`src/rtl/core/cilc_pkg.sv`:
```
// ----------------------------------------------------------------------------
// cilc_pkg
// Shared types, constants, issuer table and digit helpers of the card number
// classifier.
// ----------------------------------------------------------------------------
package cilc_pkg;

  localparam int unsigned LEN_W       = 6;
  localparam int unsigned LEAD_W      = 4;
  localparam int unsigned ROM_ROWS    = 64;
  localparam int unsigned ROM_IDX_W   = 6;
  localparam int unsigned QUEUE_DEPTH = 2;
  localparam int unsigned DEC_BASE    = 10;

  localparam logic [7:0] ASCII_ZERO = 8'h30;
  localparam logic [7:0] ASCII_NINE = 8'h39;
  localparam logic [3:0] DIGIT_MAX  = 4'd9;

  typedef struct packed {
    logic [LEAD_W-1:0] digits;
    logic [31:0]       lo;
    logic [31:0]       hi;
    logic [LEN_W-1:0]  minlen;
    logic [LEN_W-1:0]  maxlen;
    logic              luhn_req;
    logic              active;
  } iin_row_t;

  typedef struct packed {
    logic [LEN_W-1:0]  len;
    logic [LEAD_W-1:0] lead;
    logic              luhn_ok;
  } meta_t;

  function automatic iin_row_t mk_row(input int unsigned dg, input int unsigned lo,
                                      input int unsigned hi, input int unsigned mn,
                                      input int unsigned mx, input int unsigned rq,
                                      input int unsigned ac);
    iin_row_t r;
    r.digits   = LEAD_W'(dg);
    r.lo       = 32'(lo);
    r.hi       = 32'(hi);
    r.minlen   = LEN_W'(mn);
    r.maxlen   = LEN_W'(mx);
    r.luhn_req = 1'(rq);
    r.active   = 1'(ac);
    return r;
  endfunction

  function automatic iin_row_t rom_row(input logic [ROM_IDX_W-1:0] idx);
    iin_row_t r;
    unique case (idx)
      6'd0:  r = mk_row(2, 34, 34, 15, 15, 1, 1);
      6'd1:  r = mk_row(2, 37, 37, 15, 15, 1, 1);
      6'd2:  r = mk_row(4, 5610, 5610, 16, 16, 1, 0);
      6'd3:  r = mk_row(6, 560221, 560225, 16, 16, 1, 0);
      6'd4:  r = mk_row(2, 62, 62, 16, 19, 0, 1);
      6'd5:  r = mk_row(2, 88, 88, 16, 19, 0, 1);
      6'd6:  r = mk_row(3, 300, 305, 14, 14, 1, 1);
      6'd7:  r = mk_row(4, 2014, 2014, 15, 15, 0, 0);
      6'd8:  r = mk_row(4, 2149, 2149, 15, 15, 0, 0);
      6'd9:  r = mk_row(3, 300, 305, 14, 14, 1, 1);
      6'd10: r = mk_row(3, 309, 309, 14, 14, 1, 1);
      6'd11: r = mk_row(2, 36, 36, 14, 14, 1, 1);
      6'd12: r = mk_row(2, 38, 39, 14, 14, 1, 1);
      6'd13: r = mk_row(2, 54, 55, 16, 16, 1, 1);
      6'd14: r = mk_row(4, 6011, 6011, 16, 16, 1, 1);
      6'd15: r = mk_row(6, 622126, 622925, 16, 16, 1, 1);
      6'd16: r = mk_row(3, 644, 649, 16, 16, 1, 1);
      6'd17: r = mk_row(2, 65, 65, 16, 16, 1, 1);
      6'd18: r = mk_row(3, 637, 639, 16, 16, 1, 1);
      6'd19: r = mk_row(4, 3528, 3589, 16, 16, 1, 1);
      6'd20: r = mk_row(4, 6304, 6304, 16, 19, 1, 1);
      6'd21: r = mk_row(4, 6706, 6706, 16, 19, 1, 1);
      6'd22: r = mk_row(4, 6771, 6771, 16, 19, 1, 1);
      6'd23: r = mk_row(4, 6709, 6709, 16, 19, 1, 1);
      6'd24: r = mk_row(4, 5018, 5018, 12, 19, 1, 1);
      6'd25: r = mk_row(4, 5020, 5020, 12, 19, 1, 1);
      6'd26: r = mk_row(4, 5038, 5038, 12, 19, 1, 1);
      6'd27: r = mk_row(4, 5612, 5612, 12, 19, 1, 1);
      6'd28: r = mk_row(4, 5893, 5893, 12, 19, 1, 1);
      6'd29: r = mk_row(4, 6304, 6304, 12, 19, 1, 1);
      6'd30: r = mk_row(4, 6759, 6759, 12, 19, 1, 1);
      6'd31: r = mk_row(4, 6761, 6763, 12, 19, 1, 1);
      6'd32: r = mk_row(4, 6390, 6390, 12, 19, 1, 1);
      6'd33: r = mk_row(4, 5019, 5019, 16, 16, 1, 1);
      6'd34: r = mk_row(2, 50, 55, 16, 16, 1, 1);
      6'd35: r = mk_row(4, 6334, 6334, 16, 19, 1, 0);
      6'd36: r = mk_row(4, 6767, 6767, 16, 19, 1, 0);
      6'd37: r = mk_row(4, 4903, 4903, 16, 19, 1, 0);
      6'd38: r = mk_row(4, 4905, 4905, 16, 19, 1, 0);
      6'd39: r = mk_row(4, 4911, 4911, 16, 19, 1, 0);
      6'd40: r = mk_row(4, 4936, 4936, 16, 19, 1, 0);
      6'd41: r = mk_row(6, 564182, 564182, 16, 19, 1, 0);
      6'd42: r = mk_row(6, 633110, 633110, 16, 19, 1, 0);
      6'd43: r = mk_row(4, 6333, 6759, 16, 19, 1, 0);
      6'd44: r = mk_row(1, 4, 4, 13, 16, 1, 1);
      6'd45: r = mk_row(4, 4026, 4026, 16, 16, 1, 1);
      6'd46: r = mk_row(6, 417500, 417500, 16, 16, 1, 1);
      6'd47: r = mk_row(4, 4405, 4405, 16, 16, 1, 1);
      6'd48: r = mk_row(4, 4508, 4508, 16, 16, 1, 1);
      6'd49: r = mk_row(4, 4844, 4844, 16, 16, 1, 1);
      6'd50: r = mk_row(4, 4913, 4913, 16, 16, 1, 1);
      6'd51: r = mk_row(4, 4917, 4917, 16, 16, 1, 1);
      default: r = mk_row(0, 0, 0, 0, 0, 0, 0);
    endcase
    return r;
  endfunction

  function automatic logic [3:0] add_mod10(input logic [3:0] a, input logic [3:0] b);
    logic [4:0] s;
    s = {1'b0, a} + {1'b0, b};
    return (s >= 5'(DEC_BASE)) ? 4'(s - 5'(DEC_BASE)) : s[3:0];
  endfunction

  function automatic logic [3:0] luhn_double(input logic [3:0] d);
    logic [4:0] dd;
    dd = {d, 1'b0};
    return (dd > {1'b0, DIGIT_MAX}) ? 4'(dd - {1'b0, DIGIT_MAX}) : dd[3:0];
  endfunction

endpackage

```
`src/rtl/core/cilc_if.sv`:
```
// ----------------------------------------------------------------------------
// cilc_in_if / cilc_out_if
// Valid/ready channels for character beats and classification results.
// ----------------------------------------------------------------------------
interface cilc_in_if;
  logic       valid;
  logic       ready;
  logic [7:0] char_code;
  logic       last;

  modport source (output valid, output char_code, output last, input ready);
  modport sink   (input valid, input char_code, input last, output ready);
endinterface

interface cilc_out_if;
  logic        valid;
  logic        ready;
  logic [63:0] match_mask;
  logic        found;
  logic        luhn_ok;
  logic [5:0]  length;

  modport source (output valid, output match_mask, output found, output luhn_ok,
                  output length, input ready);
  modport sink   (input valid, input match_mask, input found, input luhn_ok,
                  input length, output ready);
endinterface

```
`src/rtl/core/card_number_iin_luhn_classifier_top.sv`:
```
// ----------------------------------------------------------------------------
// card_number_iin_luhn_classifier_top
// Card number classifier: issuer prefix range lookup with a mod 10 check.
// ----------------------------------------------------------------------------
// Send a card number as one ASCII character per input beat and mark the final
// character with last. A beat is taken while the queue has room, so numbers
// stream back to back at one character per clock until it fills. Once the last
// beat has passed the queue and the output register, the result beat shows
// the mask of matching issuer rows, found, luhn_ok and the saturated length.
// The table compare runs on all rows at once from a two-entry queue, so a
// stalled result holds the input only once that queue is full. Characters
// past MAX_CHARS are dropped and fail the check.
module card_number_iin_luhn_classifier_top #(
  parameter int unsigned TABLE_ENTRIES = 64,
  parameter int unsigned MAX_CHARS     = 63,
  parameter int unsigned PREFIX_DIGITS = 6
) (
  input  logic       clk,
  input  logic       rst_n,
  cilc_in_if.sink    in_ch,
  cilc_out_if.source out_ch
);
  import cilc_pkg::*;

  localparam int unsigned VAL_W  = $clog2(DEC_BASE ** PREFIX_DIGITS);
  localparam int unsigned VALS_W = PREFIX_DIGITS * VAL_W;
  localparam int unsigned META_W = $bits(meta_t);
  localparam int unsigned Q_W    = VALS_W + META_W;

  logic              push_valid;
  logic              push_ready;
  logic [VALS_W-1:0] push_vals;
  meta_t             push_meta;
  logic              head_valid;
  logic              head_pop;
  logic [Q_W-1:0]    head_data;
  meta_t             head_meta;

  cilc_front #(
    .MAX_CHARS     (MAX_CHARS),
    .PREFIX_DIGITS (PREFIX_DIGITS),
    .VAL_W         (VAL_W)
  ) u_front (
    .clk        (clk),
    .rst_n      (rst_n),
    .in_ch      (in_ch),
    .push_valid (push_valid),
    .push_ready (push_ready),
    .push_vals  (push_vals),
    .push_meta  (push_meta)
  );

  cilc_fifo #(
    .W     (Q_W),
    .DEPTH (QUEUE_DEPTH)
  ) u_fifo (
    .clk        (clk),
    .rst_n      (rst_n),
    .push       (push_valid),
    .push_ready (push_ready),
    .push_data  ({push_vals, push_meta}),
    .head_valid (head_valid),
    .pop        (head_pop),
    .head_data  (head_data)
  );

  assign head_meta = head_data[META_W-1:0];

  cilc_match #(
    .TABLE_ENTRIES (TABLE_ENTRIES),
    .PREFIX_DIGITS (PREFIX_DIGITS),
    .VAL_W         (VAL_W)
  ) u_match (
    .clk        (clk),
    .rst_n      (rst_n),
    .head_valid (head_valid),
    .head_vals  (head_data[Q_W-1:META_W]),
    .head_meta  (head_meta),
    .head_pop   (head_pop),
    .out_ch     (out_ch)
  );

  a_no_out_after_reset: assert property (@(posedge clk) !rst_n |=> !out_ch.valid)
    else $error("result beat right after reset");

  a_found_is_any: assert property (@(posedge clk) disable iff (!rst_n)
    out_ch.valid |-> (out_ch.found == (out_ch.match_mask != 64'd0)))
    else $error("found disagrees with match mask");

  a_luhn_needs_digit: assert property (@(posedge clk) disable iff (!rst_n)
    (out_ch.valid && out_ch.luhn_ok) |-> (out_ch.length != 6'd0))
    else $error("check passed on an empty number");

  a_mask_in_table: assert property (@(posedge clk) disable iff (!rst_n)
    out_ch.valid |-> ((out_ch.match_mask >> TABLE_ENTRIES) == 64'd0))
    else $error("match bit beyond table");

endmodule

```
`src/rtl/core/cilc_front.sv`:
```
// ----------------------------------------------------------------------------
// cilc_front
// Accumulates one card number a character beat at a time: length, leading
// prefix values, bad character flag and both Luhn parity sums.
// ----------------------------------------------------------------------------
module cilc_front #(
  parameter int unsigned MAX_CHARS     = 63,
  parameter int unsigned PREFIX_DIGITS = 6,
  parameter int unsigned VAL_W         = 20
) (
  input  logic                             clk,
  input  logic                             rst_n,
  cilc_in_if.sink                          in_ch,
  output logic                             push_valid,
  input  logic                             push_ready,
  output logic [PREFIX_DIGITS*VAL_W-1:0]   push_vals,
  output cilc_pkg::meta_t                  push_meta
);
  import cilc_pkg::*;

  localparam int unsigned IDX_W = (PREFIX_DIGITS > 1) ? $clog2(PREFIX_DIGITS) : 1;

  logic [LEN_W-1:0]  cnt_r,  cnt_nxt;
  logic [LEAD_W-1:0] lead_r, lead_nxt;
  logic [3:0]        even_r, even_nxt;
  logic [3:0]        odd_r,  odd_nxt;
  logic              nd_r,   nd_nxt;
  logic [VAL_W-1:0]  pv_r   [PREFIX_DIGITS];
  logic [VAL_W-1:0]  pv_nxt [PREFIX_DIGITS];

  logic             acc;
  logic             is_dig;
  logic [3:0]       dig;
  logic [3:0]       dig2;
  logic [IDX_W-1:0] wr_idx;
  logic [IDX_W-1:0] prev_idx;
  logic [VAL_W-1:0] prev_val;
  logic [3:0]       total;

  assign in_ch.ready = push_ready;
  assign acc         = in_ch.valid && push_ready;
  assign is_dig      = (in_ch.char_code >= ASCII_ZERO) && (in_ch.char_code <= ASCII_NINE);
  assign dig         = 4'(in_ch.char_code - ASCII_ZERO);
  assign dig2        = luhn_double(dig);
  assign wr_idx      = cnt_r[IDX_W-1:0];
  assign prev_idx    = IDX_W'(cnt_r - LEN_W'(1));
  assign prev_val    = (cnt_r == '0) ? '0 : pv_r[prev_idx];

  always_comb begin
    cnt_nxt  = cnt_r;
    lead_nxt = lead_r;
    even_nxt = even_r;
    odd_nxt  = odd_r;
    nd_nxt   = nd_r;
    pv_nxt   = pv_r;
    if (acc) begin
      if (cnt_r >= LEN_W'(MAX_CHARS)) begin
        nd_nxt = 1'b1;
      end else begin
        if (is_dig) begin
          if (!cnt_r[0]) begin
            even_nxt = add_mod10(even_r, dig2);
            odd_nxt  = add_mod10(odd_r, dig);
          end else begin
            even_nxt = add_mod10(even_r, dig);
            odd_nxt  = add_mod10(odd_r, dig2);
          end
          if ((cnt_r < LEN_W'(PREFIX_DIGITS)) && (cnt_r == LEN_W'(lead_r))) begin
            pv_nxt[wr_idx] = VAL_W'(prev_val * VAL_W'(DEC_BASE)) + VAL_W'(dig);
            lead_nxt       = lead_r + LEAD_W'(1);
          end
        end else begin
          nd_nxt = 1'b1;
        end
        cnt_nxt = cnt_r + LEN_W'(1);
      end
    end
  end

  assign total             = cnt_nxt[0] ? odd_nxt : even_nxt;
  assign push_valid        = in_ch.valid && in_ch.last;
  assign push_meta.len     = cnt_nxt;
  assign push_meta.lead    = lead_nxt;
  assign push_meta.luhn_ok = !nd_nxt && (total == 4'd0);

  for (genvar k = 0; k < PREFIX_DIGITS; k++) begin : g_flat
    assign push_vals[k*VAL_W +: VAL_W] = pv_nxt[k];
  end

  always_ff @(posedge clk) begin
    if (!rst_n) begin
      cnt_r  <= '0;
      lead_r <= '0;
      even_r <= '0;
      odd_r  <= '0;
      nd_r   <= 1'b0;
    end else if (acc && in_ch.last) begin
      cnt_r  <= '0;
      lead_r <= '0;
      even_r <= '0;
      odd_r  <= '0;
      nd_r   <= 1'b0;
    end else begin
      cnt_r  <= cnt_nxt;
      lead_r <= lead_nxt;
      even_r <= even_nxt;
      odd_r  <= odd_nxt;
      nd_r   <= nd_nxt;
    end
  end

  always_ff @(posedge clk) begin
    pv_r <= pv_nxt;
  end

endmodule

```
`src/rtl/core/cilc_fifo.sv`:
```
// ----------------------------------------------------------------------------
// cilc_fifo
// Small register queue that decouples number accumulation from table lookup.
// ----------------------------------------------------------------------------
module cilc_fifo #(
  parameter int unsigned W     = 8,
  parameter int unsigned DEPTH = 2
) (
  input  logic         clk,
  input  logic         rst_n,
  input  logic         push,
  output logic         push_ready,
  input  logic [W-1:0] push_data,
  output logic         head_valid,
  input  logic         pop,
  output logic [W-1:0] head_data
);
  localparam int unsigned PTR_W = (DEPTH > 1) ? $clog2(DEPTH) : 1;
  localparam int unsigned CNT_W = $clog2(DEPTH + 1);

  logic [W-1:0]     mem_r [DEPTH];
  logic [PTR_W-1:0] wptr_r, wptr_nxt;
  logic [PTR_W-1:0] rptr_r, rptr_nxt;
  logic [CNT_W-1:0] cnt_r,  cnt_nxt;
  logic             do_push;
  logic             do_pop;

  assign push_ready = (cnt_r != CNT_W'(DEPTH));
  assign head_valid = (cnt_r != '0);
  assign head_data  = mem_r[rptr_r];
  assign do_push    = push && push_ready;
  assign do_pop     = pop && head_valid;

  always_comb begin
    wptr_nxt = wptr_r;
    rptr_nxt = rptr_r;
    if (do_push) begin
      wptr_nxt = (wptr_r == PTR_W'(DEPTH - 1)) ? '0 : wptr_r + PTR_W'(1);
    end
    if (do_pop) begin
      rptr_nxt = (rptr_r == PTR_W'(DEPTH - 1)) ? '0 : rptr_r + PTR_W'(1);
    end
    cnt_nxt = cnt_r + CNT_W'(do_push) - CNT_W'(do_pop);
  end

  always_ff @(posedge clk) begin
    if (!rst_n) begin
      wptr_r <= '0;
      rptr_r <= '0;
      cnt_r  <= '0;
    end else begin
      wptr_r <= wptr_nxt;
      rptr_r <= rptr_nxt;
      cnt_r  <= cnt_nxt;
    end
  end

  always_ff @(posedge clk) begin
    if (do_push) begin
      mem_r[wptr_r] <= push_data;
    end
  end

endmodule

```
`src/rtl/core/cilc_match.sv`:
```
// ----------------------------------------------------------------------------
// cilc_match
// Compares a finished number against every issuer row in parallel and holds
// the result beat in the output register.
// ----------------------------------------------------------------------------
module cilc_match #(
  parameter int unsigned TABLE_ENTRIES = 64,
  parameter int unsigned PREFIX_DIGITS = 6,
  parameter int unsigned VAL_W         = 20
) (
  input  logic                           clk,
  input  logic                           rst_n,
  input  logic                           head_valid,
  input  logic [PREFIX_DIGITS*VAL_W-1:0] head_vals,
  input  cilc_pkg::meta_t                head_meta,
  output logic                           head_pop,
  cilc_out_if.source                     out_ch
);
  import cilc_pkg::*;

  localparam int unsigned IDX_W = (PREFIX_DIGITS > 1) ? $clog2(PREFIX_DIGITS) : 1;

  logic        out_valid_r;
  logic [63:0] mask_r,  mask_nxt;
  logic        luhn_r;
  logic [5:0]  len_r;
  logic        found_r;
  logic        load;

  assign load     = head_valid && (!out_valid_r || out_ch.ready);
  assign head_pop = load;

  always_comb begin
    iin_row_t         row;
    logic             ok;
    logic [IDX_W-1:0] sel;
    logic [VAL_W-1:0] v;
    mask_nxt = '0;
    for (int i = 0; i < ROM_ROWS; i++) begin
      row = rom_row(ROM_IDX_W'(i));
      ok  = (i < TABLE_ENTRIES) && (row.digits != '0) &&
            (row.digits <= LEAD_W'(PREFIX_DIGITS)) && (row.digits <= head_meta.lead);
      sel = ok ? IDX_W'(row.digits - LEAD_W'(1)) : '0;
      v   = head_vals[sel*VAL_W +: VAL_W];
      mask_nxt[i] = ok && (32'(v) >= row.lo) && (32'(v) <= row.hi) &&
                    (head_meta.len >= row.minlen) && (head_meta.len <= row.maxlen) &&
                    (!row.luhn_req || head_meta.luhn_ok);
    end
  end

  always_ff @(posedge clk) begin
    if (!rst_n) begin
      out_valid_r <= 1'b0;
    end else if (load) begin
      out_valid_r <= 1'b1;
    end else if (out_ch.ready) begin
      out_valid_r <= 1'b0;
    end
  end

  always_ff @(posedge clk) begin
    if (load) begin
      mask_r  <= mask_nxt;
      found_r <= |mask_nxt;
      luhn_r  <= head_meta.luhn_ok;
      len_r   <= head_meta.len;
    end
  end

  assign out_ch.valid      = out_valid_r;
  assign out_ch.match_mask = mask_r;
  assign out_ch.found      = found_r;
  assign out_ch.luhn_ok    = luhn_r;
  assign out_ch.length     = len_r;

endmodule
```
`src/flat_wrapper.sv`:
```
// flat-port wrapper written by rule: the top's interface ports become plain ports
module card_number_iin_luhn_classifier_top_flat import cilc_pkg::*;
#(
  parameter int unsigned TABLE_ENTRIES = 64,
  parameter int unsigned MAX_CHARS     = 63,
  parameter int unsigned PREFIX_DIGITS = 6
)
  (clk, rst_n, in_ch_valid, in_ch_char_code, in_ch_last, in_ch_ready, out_ch_valid, out_ch_match_mask, out_ch_found, out_ch_luhn_ok, out_ch_length, out_ch_ready);
  cilc_in_if in_ch_i ();
  cilc_out_if out_ch_i ();
  input  logic clk;
  input  logic rst_n;
  input wire logic [$bits(in_ch_i.valid)-1:0] in_ch_valid;
  input wire logic [$bits(in_ch_i.char_code)-1:0] in_ch_char_code;
  input wire logic [$bits(in_ch_i.last)-1:0] in_ch_last;
  output wire logic [$bits(in_ch_i.ready)-1:0] in_ch_ready;
  output wire logic [$bits(out_ch_i.valid)-1:0] out_ch_valid;
  output wire logic [$bits(out_ch_i.match_mask)-1:0] out_ch_match_mask;
  output wire logic [$bits(out_ch_i.found)-1:0] out_ch_found;
  output wire logic [$bits(out_ch_i.luhn_ok)-1:0] out_ch_luhn_ok;
  output wire logic [$bits(out_ch_i.length)-1:0] out_ch_length;
  input wire logic [$bits(out_ch_i.ready)-1:0] out_ch_ready;
  assign in_ch_i.valid = in_ch_valid;
  assign in_ch_i.char_code = in_ch_char_code;
  assign in_ch_i.last = in_ch_last;
  assign in_ch_ready = in_ch_i.ready;
  assign out_ch_valid = out_ch_i.valid;
  assign out_ch_match_mask = out_ch_i.match_mask;
  assign out_ch_found = out_ch_i.found;
  assign out_ch_luhn_ok = out_ch_i.luhn_ok;
  assign out_ch_length = out_ch_i.length;
  assign out_ch_i.ready = out_ch_ready;
  card_number_iin_luhn_classifier_top #(.TABLE_ENTRIES(TABLE_ENTRIES), .MAX_CHARS(MAX_CHARS), .PREFIX_DIGITS(PREFIX_DIGITS)) u_core (.clk(clk), .rst_n(rst_n), .in_ch(in_ch_i), .out_ch(out_ch_i));
endmodule
```
`config.mk`:
```
export PLATFORM = sky130hd
export DESIGN_NAME = card_number_iin_luhn_classifier_top_flat
export DESIGN_NICKNAME = d
export VERILOG_FILES = /design/src/rtl/core/cilc_pkg.sv /design/src/rtl/core/cilc_if.sv /design/src/rtl/core/card_number_iin_luhn_classifier_top.sv /design/src/rtl/core/cilc_front.sv /design/src/rtl/core/cilc_fifo.sv /design/src/rtl/core/cilc_match.sv /design/src/flat_wrapper.sv
export SDC_FILE = /design/constraint.sdc
export NUM_CORES = 1
export LEC_CHECK = 0
export BUFFER_PORTS_ARGS = -buffer_cell sky130_fd_sc_hd__buf_2
export CORE_MARGIN = 5
export CORE_UTILIZATION = 60
export DETAILED_ROUTE_END_ITERATION = 8
export GPL_ROUTABILITY_DRIVEN = 0
export HOLD_SLACK_MARGIN = 0.15
export PLACE_DENSITY = 0.78
export SYNTH_ARGS = -nofsm -noshare
export SYNTH_HDL_FRONTEND = slang
export SYNTH_HIERARCHICAL = 1
export SYNTH_SLANG_ARGS = --single-unit
```
`constraint.sdc`:
```
create_clock -name clk -period 6.9 [get_ports clk]
set_input_delay 0.69 -clock clk [delete_from_list [all_inputs] [get_ports clk]]
set_output_delay 0.69 -clock clk [all_outputs]
set_load 0.02 [all_outputs]
```
==> out/qor.tcl, run 1 <==
set qor(crit_path_arrival_time_ns) 6.03
set qor(design_power_total_uw) 5670
set qor(worst_path_largest_cell_delay_ns) 0.67
set qor(synth_cells) 1912
set qor(final_max_slew_violation_count) 0
set qor(grt_remaining_overflow) 0
set qor(share_clk_of_total_power_pct) 41.2
set qor(portBuffers) 74
set qor(vdd.ir_drop.worst_uv) 174
set qor(postRouteAntennaNets) 0
set qor(cts_sinks) 425
set qor(holdPathEnd) {u_core/u_front/pv_r[22]}
set qor(cts.path.max_buffers) 3
set qor(clkSlewWorstSetupHoldPaths_ns) 0.06
set qor(rows) 70
set qor(die_x_um) 202
set qor(status) {completed}
set qor(dr_total_vias) 16202
set qor(routed_wirelength_um) 58100
set qor(design.portCount) 87
set qor(first_global_vias) 15762
set qor(totalNegativeSetupSlack_ns) 0
set qor(power_leakage_uw) 0.00888
set qor(combinationalPowerShare_pct) 9.1
set qor(initial_utilization_pct) 60.4
set qor(setup_viol) 0
set qor(antenna-diode-count) 0
set qor(hold_path.startpoint) {u_core/u_front/pv_r[22]}
set qor(timing.critical_path.mode_cell) {sky130_fd_sc_hd__ha_1}
set qor(tritoncts.num_buffers) 42
set qor(critical_path.reg2reg.endpoint) {u_core/u_fifo/mem_r[1][65]}
set qor(yosysWarningCount) 6
set qor(cts-hold-fix-buffers) 0
set qor(grt_first_pass_wirelength_um) 90000
set qor(cts.htree.levels) 2
set qor(drt_first_iter_violations) 2094
set qor(route.detailed.vias_per_inst) 6.63
set qor(rsz_0062_raised_after_global_routing) {no}
set qor(finalWorstPathRequiredPeriod_ns) 5.80
set qor(die_span_y_um) 202
set qor(crit_family) {adder cells}
set qor(wire_per_inst_um) 23.8
set qor(layout.nets) 2016
set qor(worst_slew_margin_rel_pct) 28.3
set qor(clock_tree_from_tritoncts) {built}
set qor(required_ns) 7.13
set qor(ctsRootBufferMaster) {sky130_fd_sc_hd__clkbuf_16}
set qor(post_route_cells_drive_above_1_share_pct) 19.8
set qor(fmax_ghz) 0.172
set qor(period_share_pct) 84.1
set qor(number_of_antenna_violations_at_the_first_check_in_global_routing) 1
set qor(remaining_drc_errors) 0
set qor(grt_util_all_layers_pct) 27.9
set qor(syn_to_final_growth_pct) 8.70
set qor(worstPathCellList) {inv_1 > ha_1 > buf_4 > mux4_2 > nand2_1 > a21oi_1 > ha_1 > ha_1 > a21o_1 > nor4_1 > a311oi_1 > nand4_1 > nor4_4 > nor3b_1 > xnor2_1 > o21ai_0}
set qor(power.density_cell_area_nw_per_um2) 237
set qor(dr.pass1.iters) 8
set qor(post_cts.repair.setup_buffers) 0
set qor(power.sequential.fraction_pct) 49.7
set qor(max-cap-violations) 0
set qor(worst_r2r_path_cells) 16
set qor(worst_hold_path.num_cells) 2
set qor(worst_setup_path_start_kind) {register}
set qor(dpl.hpwl_um) 41200
set qor(p_sw_share_pct) 23.5
set qor(core_area_sq_um) 36400
set qor(most_used_cells_in_the_layout_excluding_fill_and_tap_cells) {sky130_fd_sc_hd__edfxtp_1 (281), sky130_fd_sc_hd__nand2_1 (216), sky130_fd_sc_hd__dfxtp_1 (142)}
set qor(final_hold_viol_count) 0
set qor(p_switching_uw) 1330
set qor(cp.buffers_inverters) 2
set qor(fin_skew_ns) 0.0196
set qor(avgSynthCellArea_sq_um) 11.5
set qor(synthesis.area_sq_um) 22000
set qor(critPathMaxFanout) 30
set qor(source_to_sink_clock_delay_at_the_later_pin_of_the_worst_skew_pair_ns) 0.54
set qor(layout_commonest_cell) {sky130_fd_sc_hd__edfxtp_1}
set qor(crit_path_end_kind) {register}
set qor(largest_net_degree_at_the_start_of_global_routing) 78
set qor(worst_pin_slew_ns) 1.08
set qor(r2r-start) {u_core/u_front/cnt_r[1]}
set qor(reg2reg_slack_ns) 1.10
set qor(worst_hold_path_type) {reg2reg}
set qor(path_class) {reg2reg}
set qor(internal_power_uw) 4340
set qor(timing.critical_path.slowest_stage_cell) {sky130_fd_sc_hd__ha_1}
set qor(die_area_sq_um) 40600
set qor(post_cts_resized) 0
[tightest hold or removal path, stage by stage, from the launching register on]
cell and delay (ns):
sky130_fd_sc_hd__dfxtp_1 0.31, sky130_fd_sc_hd__nand2_1 0.05, sky130_fd_sc_hd__nand2_1 0.04
[how the worst max path moves through the flow]
stage	start	to	slack (ns)	cells after the start
CTS	u_core/u_front/cnt_r[1]	u_core/u_fifo/mem_r[1][65]	1.18	15
finish	u_core/u_front/cnt_r[1]	u_core/u_fifo/mem_r[1][65]	1.10	16
global route	u_core/u_front/cnt_r[1]	u_core/u_fifo/mem_r[0][65]	0.70	16
global placement	u_core/u_front/cnt_r[1]	u_core/u_fifo/mem_r[0][45]	1.49	15
detailed placement	u_core/u_front/cnt_r[1]	u_core/u_fifo/mem_r[0][65]	1.23	15
floorplan	u_core/u_front/cnt_r[0]	u_core/u_fifo/mem_r[0][70]	1.43	22
[flip-flops by register name, summed over array words and instances, names as in the netlist, 2 cells and up, named ones only]
name                              count
u_core/u_fifo/mem_r                 222
u_core/u_front/pv_r                 119
u_core/u_match/out_ch.match_mask     51
u_core/u_front/cnt_r                  6
u_core/u_match/out_ch.length          6
u_core/u_front/even_r                 4
u_core/u_front/lead_r                 4
u_core/u_front/odd_r                  4
u_core/u_fifo/cnt_r                   2
[metrics by stage]
stage          instances  hold slack, ns  area (sq um)  setup WS (ns)  util (%)
4_1_cts             2444           0.442         23900           1.18      65.7
3_5_place_dp        2366           0.432         22500           1.23      61.7
3_3_place_gp        2366           0.428         22500           1.49      61.7
6_report            2444           0.441         23900           1.10      65.7
5_1_grt             2444           0.461         23900          0.703      65.7
2_1_floorplan       1923           0.420         22000           1.43         -
[area by class of cell]
type	instances	area, sq um
clock inverter	22	221
clock buffer	56	1210
timing repair buffer	89	483
multi-input combinational	1345	9950
inverter	39	149
fill	2643	12500
sequential	425	11300
tap	468	586
[layer usage]
layer	track usage, %	vias up	wire (um)
li1	-	7228	-
met1	37.4	7749	22600
met2	45.2	1013	26800
met3	4.95	212	5760
met4	12.2	0	2920
met5	0	-	0
[power groups by stage]
stage	sequential (uW)	clock [uW]	combinational, uW
2_1_floorplan	2900	0	337
3_3_place_gp	2870	0	492
3_5_place_dp	2870	0	502
4_1_cts	2820	2360	506
5_1_grt	2820	2480	548
6_report	2820	2340	516
No activity file was read; power rests on OpenSTA's default activity.
==> run 2: changes to the inputs <==
--- a/config.mk
+++ b/config.mk
@@ -5,13 +5,14 @@
 export SDC_FILE = /design/constraint.sdc
 export NUM_CORES = 1
 export LEC_CHECK = 0
+export ABC_AREA = 1
 export BUFFER_PORTS_ARGS = -buffer_cell sky130_fd_sc_hd__buf_2
 export CORE_MARGIN = 5
 export CORE_UTILIZATION = 60
 export DETAILED_ROUTE_END_ITERATION = 8
 export GPL_ROUTABILITY_DRIVEN = 0
 export HOLD_SLACK_MARGIN = 0.15
-export PLACE_DENSITY = 0.78
+export PLACE_DENSITY = 0.77
 export SYNTH_ARGS = -nofsm -noshare
 export SYNTH_HDL_FRONTEND = slang
 export SYNTH_HIERARCHICAL = 1
==> constraint.sdc (replaced) <==
create_clock -name clk -period 5.9 [get_ports clk]
set_input_delay 0.59 -clock clk [delete_from_list [all_inputs] [get_ports clk]]
set_output_delay 0.59 -clock clk [all_outputs]
set_load 0.02 [all_outputs]
==> run 2 against run 1 <==
Clock power increased by 11%. Clock skew fell by 0.0029 ns. Worst setup slack got worse by 0.20 ns. Cell count rose by 40%. Synthesized cell count is 48% higher. Sequential share of layout area shrank 3.3 points. Total power rose by 76%. Register-to-register slack lost 0.20 ns. Highest routed layer unchanged.
==> out/qor.tcl, run 2 <==
set qor(status) {completed}
set qor(die_span_y_um) 209 ;# +3.9%
set qor(synth_cells) 2822 ;# +48%
set qor(setup_viol) 0 ;# unchanged
set qor(design.portCount) 87 ;# unchanged
set qor(synthesis.area_sq_um) 23800 ;# +8.4%
set qor(cts-hold-fix-buffers) 0 ;# unchanged
set qor(largest_net_degree_at_the_start_of_global_routing) 112 ;# +44%
set qor(place_area_sq_um) 24400 ;# +8.4%
set qor(cts.path.max_buffers) 3 ;# unchanged
set qor(worst_hold_path_type) {in2reg}
set qor(totalNegativeSetupSlack_ns) 0 ;# unchanged
set qor(path_class) {reg2reg}
set qor(die_area_sq_um) 43800 ;# +7.9%
set qor(layout.nets) 2941 ;# +46%
set qor(post_cts.repair.setup_buffers) 0 ;# unchanged
set qor(max-cap-violations) 0 ;# unchanged
set qor(most_used_cells_in_the_layout_excluding_fill_and_tap_cells) {sky130_fd_sc_hd__nand2_1 (817), sky130_fd_sc_hd__nor2_1 (323), sky130_fd_sc_hd__inv_1 (283)}
set qor(worst_slew_margin_rel_pct) 42.0 ;# +14 points
set qor(ctsRootBufferMaster) {sky130_fd_sc_hd__clkbuf_16}
set qor(placed_cells) 3350 ;# +42%
set qor(rows) 73 ;# +4.3%
set qor(final_max_slew_violation_count) 0 ;# unchanged
set qor(grt_first_pass_wirelength_um) 102000 ;# +13%
set qor(crit_path_arrival_time_ns) 5.39 ;# -0.64 ns
set qor(rsz_0062_raised_after_global_routing) {no}
set qor(grt_remaining_overflow) 0 ;# unchanged
set qor(routed_wirelength_um) 65100 ;# +12%
set qor(first_global_vias) 18932 ;# +20%
set qor(worst_pin_slew_ns) 0.869 ;# -0.206 ns
set qor(yosysWarningCount) 6 ;# unchanged
set qor(multiInputGateArea_sq_um) 10800 ;# +8.3%
set qor(pre_cts_slack_ns) 1.01 ;# -0.216 ns
set qor(grt_util_all_layers_pct) 28.8 ;# +0.90 points
set qor(initial_utilization_pct) 60.3 ;# -0.11 points
set qor(largest_register_ffs) 222 ;# unchanged
set qor(worst_hold_path.num_cells) 3 ;# +1
set qor(final_hold_viol_count) 0 ;# unchanged
set qor(tritoncts.num_buffers) 40 ;# -4.8%
set qor(avgSynthCellArea_sq_um) 8.45 ;# -27%
set qor(final_cells) 3423 ;# +40%
set qor(fin_skew_ns) 0.0167 ;# -0.00285 ns
set qor(critPathMaxFanout) 34 ;# +13%
set qor(portBuffers) 74 ;# unchanged
set qor(crit_path_end_kind) {register}
set qor(period_share_pct) 84.7 ;# +0.62 points
set qor(worst_r2r_path_cells) 20 ;# +4
set qor(post_route_cells_drive_above_1_share_pct) 14.3 ;# -5.6 points
set qor(number_of_antenna_violations_at_the_first_check_in_global_routing) 1 ;# unchanged
set qor(wire_per_inst_um) 19.0 ;# -20%
set qor(drt_first_iter_violations) 2409 ;# +15%
set qor(layout_commonest_cell) {sky130_fd_sc_hd__nand2_1}
set qor(post-route-cell-area_sq_um) 25700 ;# +7.5%
set qor(final-seq-area_sq_um) 11300 ;# unchanged
set qor(remaining_drc_errors) 0 ;# unchanged
set qor(antenna-diode-count) 0 ;# unchanged
set qor(syn_to_final_growth_pct) 7.85
set qor(power.density_cell_area_nw_per_um2) 388 ;# +64%
set qor(post_cts_resized) 0 ;# unchanged
set qor(source_to_sink_clock_delay_at_the_later_pin_of_the_worst_skew_pair_ns) 0.55 ;# about the same
set qor(power_leakage_uw) 0.0115 ;# +29%
set qor(dr_total_vias) 19711 ;# +22%
set qor(fmax_ghz) 0.200 ;# +16%
set qor(clkSlewWorstSetupHoldPaths_ns) 0.06 ;# about the same
set qor(required_ns) 6.29 ;# -0.84 ns
set qor(finalWorstPathRequiredPeriod_ns) 5.00 ;# -0.805 ns
set qor(cts_sinks) 425 ;# unchanged
set qor(dpl.hpwl_um) 47800 ;# +16%
set qor(worst_hold_slack_ns) 0.324 ;# -0.117 ns
set qor(dr.pass1.iters) 6 ;# -2
set qor(worst_setup_path_start_kind) {register}
set qor(clock_tree_from_tritoncts) {built}
set qor(vdd.ir_drop.worst_uv) 278 ;# +60%
set qor(route.detailed.vias_per_inst) 5.76 ;# -13%
set qor(postRouteAntennaNets) 0 ;# unchanged
set qor(worst_slack_ns) 0.902 ;# -0.195 ns
set qor(cts.htree.levels) 2 ;# unchanged
set qor(top_register) {u_core/u_fifo/mem_r}
set qor(core_area_sq_um) 39500 ;# +8.5%
set qor(die_x_um) 209 ;# +3.9%
set qor(n_fill_cell) 3090 ;# +17%
[run 2: worst max-delay path, stage by stage, from the launching register on]
cell and delay, ns:
sky130_fd_sc_hd__dfxtp_1 0.43, sky130_fd_sc_hd__inv_1 0.11, sky130_fd_sc_hd__ha_1 0.39, sky130_fd_sc_hd__inv_2 0.49
sky130_fd_sc_hd__o21ai_0 0.19, sky130_fd_sc_hd__a21oi_1 0.14, sky130_fd_sc_hd__o21ai_0 0.09, sky130_fd_sc_hd__o21ai_0 0.15
sky130_fd_sc_hd__nand2_1 0.12, sky130_fd_sc_hd__inv_1 0.09, sky130_fd_sc_hd__ha_1 0.16, sky130_fd_sc_hd__ha_1 0.20
sky130_fd_sc_hd__inv_1 0.07, sky130_fd_sc_hd__fa_1 0.40, sky130_fd_sc_hd__xnor2_1 0.28, sky130_fd_sc_hd__inv_1 0.11
sky130_fd_sc_hd__nor4_2 0.39, sky130_fd_sc_hd__nand4_2 0.22, sky130_fd_sc_hd__xnor2_2 0.55, sky130_fd_sc_hd__nand2_1 0.12
sky130_fd_sc_hd__nand2_1 0.14
[run 2: report_power, final]
| part | total (uW) | leakage, uW | internal (uW) | switching, uW |
|---|---|---|---|---|
| Combinational | 3600 | 0.00704 | 1030 | 2570 |
| Sequential | 3780 | 0.00377 | 3630 | 153 |
| Clock | 2590 | 0.000648 | 1500 | 1090 |
[run 2: layer usage]
metal,share of wire (%),vias up,global-route usage (%)
met3,9.4,226,3.95
met2,46,1118,47.3
li1,-,9295,-
met5,0,-,0
met1,39,9072,38.2
met4,5.2,0,13.3
[run 2: worst paths after layout]
check	startpoint	to	slack, ns
worst min-delay path	rst_n	u_core/u_fifo/cnt_r[0]	0.32
worst max-delay path	u_core/u_front/cnt_r[1]	u_core/u_fifo/mem_r[0][123]	0.90
worst min register to register	u_core/u_front/nd_r	u_core/u_front/nd_r	0.45
worst max register to register	u_core/u_front/cnt_r[1]	u_core/u_fifo/mem_r[0][123]	0.90
[run 2: area by class of cell]
class | instances | area share, %
tap | 525 | 2.55
multi-input combinational | 2012 | 41.9
timing repair buffer | 90 | 2.00
inverter | 298 | 4.35
clock inverter | 23 | 0.890
sequential | 425 | 44.0
clock buffer | 50 | 4.28
[run 2: per-stage QoR]
step / total power, uW / util [%]
floorplan: 6480 / -
global route: 10400 / 65.0
finish: 9970 / 65.0
CTS: 9920 / 65.0
global placement: 7260 / 61.7
detailed placement: 7340 / 61.7
